[config.mk]
export PLATFORM = sky130hd
export DESIGN_NAME = dual_stack_shared_memory
export DESIGN_NICKNAME = d
export VERILOG_FILES = /design/src/rtl/core/dss_pkg.sv /design/src/rtl/core/dss_ctrl.sv /design/src/rtl/core/dss_dp.sv /design/src/rtl/core/dual_stack_shared_memory.sv
export SDC_FILE = /design/constraint.sdc
export NUM_CORES = 1
export LEC_CHECK = 0
export BUFFER_PORTS_ARGS = -buffer_cell sky130_fd_sc_hd__buf_2
export CAP_MARGIN = 0
export CORE_MARGIN = 2
export CORE_UTILIZATION = 35
export DETAILED_ROUTE_END_ITERATION = 12
export PLACE_DENSITY = 0.5
export SYNTH_ARGS = -nofsm -noshare
export SYNTH_HDL_FRONTEND = slang
export SYNTH_SLANG_ARGS = --single-unit
[constraint.sdc]
create_clock -name clk -period 5.5 [get_ports clk]
set_input_delay 0.55 -clock clk [delete_from_list [all_inputs] [get_ports clk]]
set_output_delay 0.55 -clock clk [all_outputs]
set_load 0.01 [all_outputs]
[src/rtl/core/dss_pkg.sv]
// dss_pkg: opcodes, status codes, controller states and the command/status
// structs shared by the two-stack controller and datapath
// no dependencies
package dss_pkg;

  localparam int WORD_W = 32;
  localparam int OPC_W  = 3;
  localparam int STS_W  = 2;

  // operation codes carried by an input word
  typedef enum logic [OPC_W-1:0] {
    OP_PUSH_LO = 3'd0,
    OP_PUSH_HI = 3'd1,
    OP_POP_LO  = 3'd2,
    OP_POP_HI  = 3'd3,
    OP_SHOW_LO = 3'd4,
    OP_SHOW_HI = 3'd5
  } op_t;

  // result status codes
  typedef enum logic [STS_W-1:0] {
    ST_OK    = 2'd0,
    ST_FULL  = 2'd1,
    ST_EMPTY = 2'd2
  } st_t;

  // controller states
  typedef enum logic {
    S_IDLE,
    S_DRAIN
  } state_t;

  // controller to datapath
  typedef struct packed {
    logic push_wr;     // write the push word and bump the count
    logic pop_start;   // drop the count and read the top entry
    logic show_start;  // start a top-to-bottom read of one stack
    logic hi_sel;      // operation targets the high stack
    logic ld_fail;     // load a failure result
    st_t  fail_code;   // status of that failure result
    logic ld_mem;      // load a result from the read data
  } cmd_t;

  // datapath to controller
  typedef struct packed {
    logic full;
    logic lo_empty;
    logic hi_empty;
    logic rem_last;    // the word in the read register is the last of its run
  } sts_t;

endpackage

[src/rtl/core/dss_ctrl.sv]
// dss_ctrl: state machine that decodes operations and paces the result stream
// depends on dss_pkg
module dss_ctrl (
  input  logic                       clk,
  input  logic                       rst_n,
  input  logic                       in_valid,
  output logic                       in_ready,
  input  logic [dss_pkg::OPC_W-1:0]  in_opcode,
  output logic                       out_valid,
  input  logic                       out_ready,
  output dss_pkg::cmd_t              cmd,
  input  dss_pkg::sts_t              sts
);
  import dss_pkg::*;

  state_t state_r, state_nxt;
  logic   out_valid_r, out_valid_nxt;
  logic   slot_free;
  logic   acc;

  // output register is free or being emptied this cycle
  assign slot_free = !out_valid_r || out_ready;
  assign acc       = (state_r == S_IDLE) && in_valid && slot_free;
  assign out_valid = out_valid_r;

  // next state
  always_comb begin
    state_nxt = state_r;
    case (state_r)
      S_IDLE: begin
        if (acc) begin
          case (op_t'(in_opcode))
            OP_POP_LO, OP_SHOW_LO: if (!sts.lo_empty) state_nxt = S_DRAIN;
            OP_POP_HI, OP_SHOW_HI: if (!sts.hi_empty) state_nxt = S_DRAIN;
            default: state_nxt = S_IDLE;
          endcase
        end
      end
      S_DRAIN: begin
        if (slot_free && sts.rem_last) state_nxt = S_IDLE;
      end
      default: state_nxt = S_IDLE;
    endcase
  end

  // commands and handshake outputs
  always_comb begin
    cmd           = '0;
    cmd.fail_code = ST_OK;
    in_ready      = 1'b0;
    out_valid_nxt = out_valid_r && !out_ready;
    case (state_r)
      S_IDLE: begin
        in_ready = slot_free;
        if (acc) begin
          case (op_t'(in_opcode))
            OP_PUSH_LO, OP_PUSH_HI: begin
              cmd.hi_sel    = (op_t'(in_opcode) == OP_PUSH_HI);
              out_valid_nxt = 1'b1;
              if (sts.full) begin
                cmd.ld_fail   = 1'b1;
                cmd.fail_code = ST_FULL;
              end else begin
                cmd.push_wr = 1'b1;
              end
            end
            OP_POP_LO, OP_POP_HI: begin
              cmd.hi_sel = (op_t'(in_opcode) == OP_POP_HI);
              if (cmd.hi_sel ? sts.hi_empty : sts.lo_empty) begin
                cmd.ld_fail   = 1'b1;
                cmd.fail_code = ST_EMPTY;
                out_valid_nxt = 1'b1;
              end else begin
                cmd.pop_start = 1'b1;
              end
            end
            OP_SHOW_LO, OP_SHOW_HI: begin
              cmd.hi_sel = (op_t'(in_opcode) == OP_SHOW_HI);
              if (cmd.hi_sel ? sts.hi_empty : sts.lo_empty) begin
                cmd.ld_fail   = 1'b1;
                cmd.fail_code = ST_EMPTY;
                out_valid_nxt = 1'b1;
              end else begin
                cmd.show_start = 1'b1;
              end
            end
            default: ;
          endcase
        end
      end
      S_DRAIN: begin
        if (slot_free) begin
          cmd.ld_mem    = 1'b1;
          out_valid_nxt = 1'b1;
        end
      end
      default: ;
    endcase
  end

  // state and output valid registers
  always_ff @(posedge clk) begin
    if (!rst_n) begin
      state_r     <= S_IDLE;
      out_valid_r <= 1'b0;
    end else begin
      state_r     <= state_nxt;
      out_valid_r <= out_valid_nxt;
    end
  end

  // a result from memory is only taken while draining
  a_ld_mem_drain: assert property (@(posedge clk) disable iff (!rst_n)
    cmd.ld_mem |-> state_r == S_DRAIN)
    else $error("memory result loaded outside drain");

  // the last word of a run returns the controller to idle
  a_last_to_idle: assert property (@(posedge clk) disable iff (!rst_n)
    (cmd.ld_mem && sts.rem_last) |=> state_r == S_IDLE)
    else $error("drain did not end on last word");

  // a read started by pop or show puts the controller into drain
  a_start_drain: assert property (@(posedge clk) disable iff (!rst_n)
    (cmd.pop_start || cmd.show_start) |=> state_r == S_DRAIN)
    else $error("read started without drain");

endmodule

[src/rtl/core/dss_dp.sv]
// dss_dp: shared word memory, the two stack counts, read pointer and result
// registers; depends on dss_pkg
module dss_dp #(
  parameter int DEPTH = 32
) (
  input  logic                               clk,
  input  logic                               rst_n,
  input  logic signed [dss_pkg::WORD_W-1:0]  in_push_value,
  input  dss_pkg::cmd_t                      cmd,
  output dss_pkg::sts_t                      sts,
  output logic [dss_pkg::STS_W-1:0]          out_status,
  output logic signed [dss_pkg::WORD_W-1:0]  out_item_value,
  output logic                               out_last_of_run
);
  import dss_pkg::*;

  localparam int AW = (DEPTH > 1) ? $clog2(DEPTH) : 1;
  localparam int CW = AW + 1;
  localparam logic [CW-1:0] DEPTH_C = CW'(DEPTH);

  logic [WORD_W-1:0] mem [DEPTH];
  logic [WORD_W-1:0] rd_data_r;

  logic [CW-1:0] cnt_lo_r, cnt_lo_nxt;
  logic [CW-1:0] cnt_hi_r, cnt_hi_nxt;
  logic [CW-1:0] rem_r, rem_nxt;
  logic [AW-1:0] ptr_r, ptr_nxt;
  logic          dir_up_r, dir_up_nxt;

  logic [CW:0]   cnt_sum;
  logic [CW-1:0] cnt_sel;
  logic [CW-1:0] wr_addr_w, top_addr_w;
  logic [AW-1:0] rd_addr;
  logic          rd_en;
  logic [AW-1:0] ptr_step;

  logic [STS_W-1:0]  status_r;
  logic [WORD_W-1:0] value_r;
  logic              last_r;

  // occupancy status
  assign cnt_sum      = {1'b0, cnt_lo_r} + {1'b0, cnt_hi_r};
  assign sts.full     = cnt_sum >= {1'b0, DEPTH_C};
  assign sts.lo_empty = (cnt_lo_r == '0);
  assign sts.hi_empty = (cnt_hi_r == '0);
  assign sts.rem_last = (rem_r == CW'(1));

  // addresses: push slot, and top-of-stack slot for pop or show
  assign cnt_sel    = cmd.hi_sel ? cnt_hi_r : cnt_lo_r;
  assign wr_addr_w  = cmd.hi_sel ? (DEPTH_C - CW'(1) - cnt_hi_r) : cnt_lo_r;
  assign top_addr_w = cmd.hi_sel ? (DEPTH_C - cnt_hi_r) : (cnt_lo_r - CW'(1));
  assign ptr_step   = dir_up_r ? (ptr_r + AW'(1)) : (ptr_r - AW'(1));

  // counts, read pointer and run length
  always_comb begin
    cnt_lo_nxt = cnt_lo_r;
    cnt_hi_nxt = cnt_hi_r;
    rem_nxt    = rem_r;
    ptr_nxt    = ptr_r;
    dir_up_nxt = dir_up_r;
    rd_en      = 1'b0;
    rd_addr    = ptr_r;
    if (cmd.push_wr) begin
      if (cmd.hi_sel) cnt_hi_nxt = cnt_hi_r + CW'(1);
      else            cnt_lo_nxt = cnt_lo_r + CW'(1);
    end
    if (cmd.pop_start || cmd.show_start) begin
      rd_en      = 1'b1;
      rd_addr    = top_addr_w[AW-1:0];
      ptr_nxt    = top_addr_w[AW-1:0];
      dir_up_nxt = cmd.hi_sel;
      rem_nxt    = cmd.pop_start ? CW'(1) : cnt_sel;
      if (cmd.pop_start) begin
        if (cmd.hi_sel) cnt_hi_nxt = cnt_hi_r - CW'(1);
        else            cnt_lo_nxt = cnt_lo_r - CW'(1);
      end
    end
    if (cmd.ld_mem) begin
      rem_nxt = rem_r - CW'(1);
      ptr_nxt = ptr_step;
      if (!sts.rem_last) begin
        rd_en   = 1'b1;
        rd_addr = ptr_step;
      end
    end
  end

  always_ff @(posedge clk) begin
    if (!rst_n) begin
      cnt_lo_r <= '0;
      cnt_hi_r <= '0;
      rem_r    <= '0;
    end else begin
      cnt_lo_r <= cnt_lo_nxt;
      cnt_hi_r <= cnt_hi_nxt;
      rem_r    <= rem_nxt;
    end
  end

  always_ff @(posedge clk) begin
    ptr_r    <= ptr_nxt;
    dir_up_r <= dir_up_nxt;
  end

  // shared memory: one write port, one registered read port
  always_ff @(posedge clk) begin
    if (cmd.push_wr) mem[wr_addr_w[AW-1:0]] <= in_push_value;
  end

  always_ff @(posedge clk) begin
    if (rd_en) rd_data_r <= mem[rd_addr];
  end

  // result word registers
  always_ff @(posedge clk) begin
    if (cmd.push_wr) begin
      status_r <= ST_OK;
      value_r  <= in_push_value;
      last_r   <= 1'b1;
    end else if (cmd.ld_fail) begin
      status_r <= cmd.fail_code;
      value_r  <= '0;
      last_r   <= 1'b1;
    end else if (cmd.ld_mem) begin
      status_r <= ST_OK;
      value_r  <= rd_data_r;
      last_r   <= sts.rem_last;
    end
  end

  assign out_status      = status_r;
  assign out_item_value  = value_r;
  assign out_last_of_run = last_r;

  // the two stacks never overlap
  a_no_overlap: assert property (@(posedge clk) disable iff (!rst_n)
    cnt_sum <= {1'b0, DEPTH_C})
    else $error("stack counts exceed memory depth");

  // a push never lands on a full memory
  a_push_not_full: assert property (@(posedge clk) disable iff (!rst_n)
    cmd.push_wr |-> !sts.full)
    else $error("push written while full");

  // a pop shrinks the total of the two counts by one
  a_pop_count: assert property (@(posedge clk) disable iff (!rst_n)
    cmd.pop_start |=> (cnt_lo_r + cnt_hi_r) == ($past(cnt_lo_r) + $past(cnt_hi_r) - CW'(1)))
    else $error("pop did not drop the count by one");

endmodule

[src/rtl/core/dual_stack_shared_memory.sv]
// dual_stack_shared_memory: two stacks in one memory, low one growing up
// and high one growing down; depends on dss_pkg, dss_ctrl, dss_dp
//
//   port group  dir  handshake            payload
//   in_*        in   in_valid/in_ready    in_opcode, in_push_value
//   out_*       out  out_valid/out_ready  out_status, out_item_value, out_last_of_run
//
// push and failed operations: result loaded from the accepted word; next word taken once the result register is free
// pop: the top entry passes through the registered memory read before it is loaded as the result
// show of n words: one word per cycle from the single read port while out_ready is high;
// no input is taken until the last word of the run is loaded
// rst_n clears both stack counts; memory contents are not cleared
// out_ready low holds the result register and stalls the read stream and input
module dual_stack_shared_memory #(
  parameter int DEPTH = 32
) (
  input  logic                               clk,
  input  logic                               rst_n,
  input  logic                               in_valid,
  output logic                               in_ready,
  input  logic [dss_pkg::OPC_W-1:0]          in_opcode,
  input  logic signed [dss_pkg::WORD_W-1:0]  in_push_value,
  output logic                               out_valid,
  input  logic                               out_ready,
  output logic [dss_pkg::STS_W-1:0]          out_status,
  output logic signed [dss_pkg::WORD_W-1:0]  out_item_value,
  output logic                               out_last_of_run
);
  import dss_pkg::*;

  cmd_t cmd;
  sts_t sts;

  // sequencer
  dss_ctrl u_ctrl (
    .clk       (clk),
    .rst_n     (rst_n),
    .in_valid  (in_valid),
    .in_ready  (in_ready),
    .in_opcode (in_opcode),
    .out_valid (out_valid),
    .out_ready (out_ready),
    .cmd       (cmd),
    .sts       (sts)
  );

  // memory, counts and result word
  dss_dp #(
    .DEPTH (DEPTH)
  ) u_dp (
    .clk             (clk),
    .rst_n           (rst_n),
    .in_push_value   (in_push_value),
    .cmd             (cmd),
    .sts             (sts),
    .out_status      (out_status),
    .out_item_value  (out_item_value),
    .out_last_of_run (out_last_of_run)
  );

endmodule

==> impl_results.md <==
- Result of the run: complete, no violations
- Largest family of logic cells by synthesized area: compound AO/OA/AOI/OAI gates
- Total gr overflow: 0
- Clk buf depth: 3
- Drt wl/cell: 25.9 um
- Gate power share: 29.9%
- Power share of the clock group: 31.3%
- Utilization after layout: 40.6%
- Number of buffers inserted to repair setup after CTS: 0
- Setup violations, final: 0
- Max-slew headroom: 32.3%
- Peak VDD IR: 0.545 mV
- Post-synth top flop: edfxtp_1
- Number of placed I/O pins: 76
- Switching Share: 33.7%
- Slew at the pin closest to its max-slew limit: 1.01 ns
- Die Outline Area: 132000 um^2
- Final nets: 3393
- Wire length after detailed routing: 134 mm
- Cts hold-fix bufs: 0
- Hold path cells: 2
- Hold Violations, Final: 0
- Int Pwr: 16.6 mW
- Number of synthesized flops with an enable pin: 1089
- H-tree depth reported by CTS: 3
- Final weighted congestion in routability-driven placement: 0.801
- Iteration-0 DRC Markers: 2597
- Adder-cell area share of the yosys netlist: 0.525%
- Critical Path Sink Type: flip-flop
- Iteration count of the initial detailed-routing pass: 5
- Switching component of the power: 8.47 mW
- Diodes inserted: 0
- Post-synthesis net count: 3306
- Startpoint of the lowest-slack hold path: rst_n
- Highest attainable clock frequency: 216 MHz
- Initial core utilization: 35.4%
- Syn-to-layout area delta: 14.9%
- Number of cells traversed by the worst register-to-register path: 12
- Type of the most critical hold path: in -> reg
- Detailed-route DRC error count: 0
- CTS clk-pin slew, worst paths: 0.07 ns
- Reg2Reg Launch Point: u_dp.cnt_lo_r[1]
- Via density per instance: 5.40
- Clock latency at the later pin of the worst-skew pair: 0.73 ns
- Fraction of the mapped netlist area in compound gates: 12.1%
- Share of the synthesized netlist area taken by xor and xnor gates: 0.271%
- Leakage Power: 17.6 nW
- Critical path class: reg -> reg
- Share of the clock period used by the worst path after layout: 84.3%
- Die Y-Extent: 364 um
- Final max-slew violation count: 0
- Sequential fraction of design power: 38.8%
- Mapped Area: 45300 um^2
- Count of mapped cells out of synthesis: 3250
- Destination of the worst hold path: u_dp.cnt_hi_r[5]
- Mean Syn Cell Area: 13.9 um^2
- Arrival @ worst endpoint: 5.10 ns
- Final Total Pwr: 25.1 mW
- Fill cell instance count of the final layout: 11868
- Worst clock skew: 0.0337 ns
- Number of port buffers: 75
- Post-detailed-placement half-perimeter wirelength: 75.8 mm
- Fraction of the yosys area taken by sequential cells: 73.5%
- Number of maximum-capacitance violations: 0
- Post-synthesis async set-or-reset flop share: 0%
- Maximum number of pins on one net before global-route repair: 124
- Capture instance of the worst register-to-register path: u_dp.rd_data_r[27]
- Global-route wire length before repair: 193 mm
- Mux cell area share after synthesis: 2.30%
- Post-synthesis cell type count: 78
- Pwr Density: 482 nW/um^2
- Number of buffers created by CTS: 118
- Total negative setup slack: 0 ns
- Horiz. Die Dim: 364 um
- Overall via count from detail_route: 27912
- Crit path required time: 5.97 ns
- Setup slack of the most critical reg-to-reg path: 0.87 ns
- Standard cell core area: 128000 um^2
- Flop and latch count out of synthesis: 1117
- Simple-Gate Fraction of Synth Area: 8.37%
- Shortest period the worst path allows: 4.63 ns
- Post-route antenna net violation count: 0
- Unrepaired setup endpoints after global routing: no
- Number of antenna violations at the first check in global routing: 11
- Clk sink count: 1117
- CTS tree: yes
- Post-cts sizing count: 0
- Ratio of cells with drive above 1 in the final layout: 13.1%
- Vias in the first global route: 26902
- Clock tree root driver cell: clkbuf_16
- GR Util All Layers: 20.1%
- Yosys warnings: 0
- Largest fanout of any net on the critical path: 19
- Origin of the worst setup path: u_dp.cnt_lo_r[1]
- Startpoint Class: flip-flop
- Number of cell rows: 131
## cells in the final DEF (no fill, tap or decap), types with 7 or more instances in the layout
master	netlist	final
o22ai_1	62	62
and3_1	39	39
clkbuf_1	90	16
o21ai_0	134	134
xnor2_1	9	9
clkinv_2	0	28
buf_4	12	83
nand2b_1	8	8
a31oi_1	36	36
nor4_2	29	29
nor2_4	0	32
a21oi_1	309	309
ha_1	15	15
buf_2	104	75
a22oi_1	33	33
buf_12	0	24
nand2_1	484	481
a21o_1	69	69
bufinv_16	0	11
clkinvlp_4	0	7
dfxtp_1	28	28
clkinv_1	2	35
mux2i_1	99	99
nor3_1	47	45
a32oi_1	64	64
nand3_1	14	11
clkbuf_16	0	121
inv_1	81	81
nand4_1	34	34
o21ai_1	12	12
o211ai_1	37	37
a22o_1	63	63
nor2_1	146	114
edfxtp_1	1089	1089
## through the flow
stage          instance area (um^2)  hold slack, ns  instances  worst slack (ns)
2_1_floorplan                 45300           0.457       3250             0.785
3_3_place_gp                  48200           0.446       4946             0.959
3_5_place_dp                  48200           0.453       4946             0.964
4_1_cts                       52000          0.0588       5168             0.923
5_1_grt                       52000          0.0962       5168             0.709
6_report                      52000           0.120       5168             0.866
## sequential cells by signal (all words and copies together), names as in the netlist
signal	count
u_dp.mem	1024
u_ctrl.out_valid	1
u_dp.out_last_of_run	1
u_dp.rem_r	6
u_dp.dir_up_r	1
u_dp.ptr_r	5
u_dp.rd_data_r	32
u_ctrl.state_r	1
u_dp.cnt_hi_r	6
u_dp.out_item_value	32
u_dp.cnt_lo_r	6
u_dp.out_status	2
## metal layers
layer	vias up	GRT usage (%)	share of wire, %
met5	-	0	0.058
met4	12	5.09	2.2
met3	190	2.96	5.1
met2	757	33.0	48
met1	14382	28.0	45
li1	12571	-	-
## cells in the mapped netlist, drive strengths merged (5+ instances only)
library cell  instances  area share, %
edfxtp             1089             72
nand2               484            4.0
a21oi               309            3.4
nor2                146            1.2
o21ai               146            1.6
buf                 125            1.5
mux2i               100            2.2
clkbuf               90           0.75
inv                  83           0.69
a21o                 69            1.1
a32oi                64            1.2
a22o                 63            1.2
o22ai                62           0.86
nor3                 49           0.56
and3                 39           0.54
o211ai               38           0.64
a31oi                37           0.54
nand4                34           0.47
nor4                 34           0.87
a22oi                33           0.55
dfxtp                28            1.2
nand3                16           0.22
ha                   15           0.41
xnor2                 9           0.17
nand2b                8           0.11
a211oi                6          0.099
or3                   6          0.083
xor2                  5          0.097
## power groups by stage
stage               logic [mW]  registers (mW)  clock network (mW)
floorplan                 5.04            9.87                   0
global placement          7.58            9.91                   0
detailed placement        7.56            9.91                   0
CTS                       7.58            9.73                8.03
global route              8.18            9.74                8.33
finish                    7.51            9.73                7.86
## layout make-up
class	count	area [um^2]	share of cell area, %
Multi-Input combinational cell	1833	11000	21.1
Timing Repair Buffer	182	1480	2.84
Clock inverter	85	711	1.37
Inverter	85	319	0.613
Clock buffer	137	3090	5.94
Tap cell	1729	2160	4.16
Sequential cell	1117	33300	63.9
## worst max-delay path, stage by stage, from the launching register on
cell     delay [ns]
dfxtp_1        0.45
inv_1          0.17
ha_1           0.22
or3b_4         0.42
or4_4          0.48
nand3_4        0.21
inv_2          0.12
mux2_4         0.34
mux2i_4        0.39
nand3_2        0.79
buf_4          0.49
o22ai_1        0.19
nor4_2         0.08
## kinds of logic after synthesis
kind of cell    after synthesis
mux                         102
fa+ha+maj                    18
buf+inv                     300
compound gates              865
simple gates                834
xor+xnor                     14
flops                      1117
## worst max path at each step
stage,endpoint
2_1_floorplan,u_dp.mem[1][0]
3_3_place_gp,u_dp.rd_data_r[4]
3_5_place_dp,u_dp.rd_data_r[27]
4_1_cts,u_dp.rd_data_r[27]
5_1_grt,u_dp.rd_data_r[6]
6_report,u_dp.rd_data_r[27]
No activity file was read; power rests on OpenSTA's default activity.
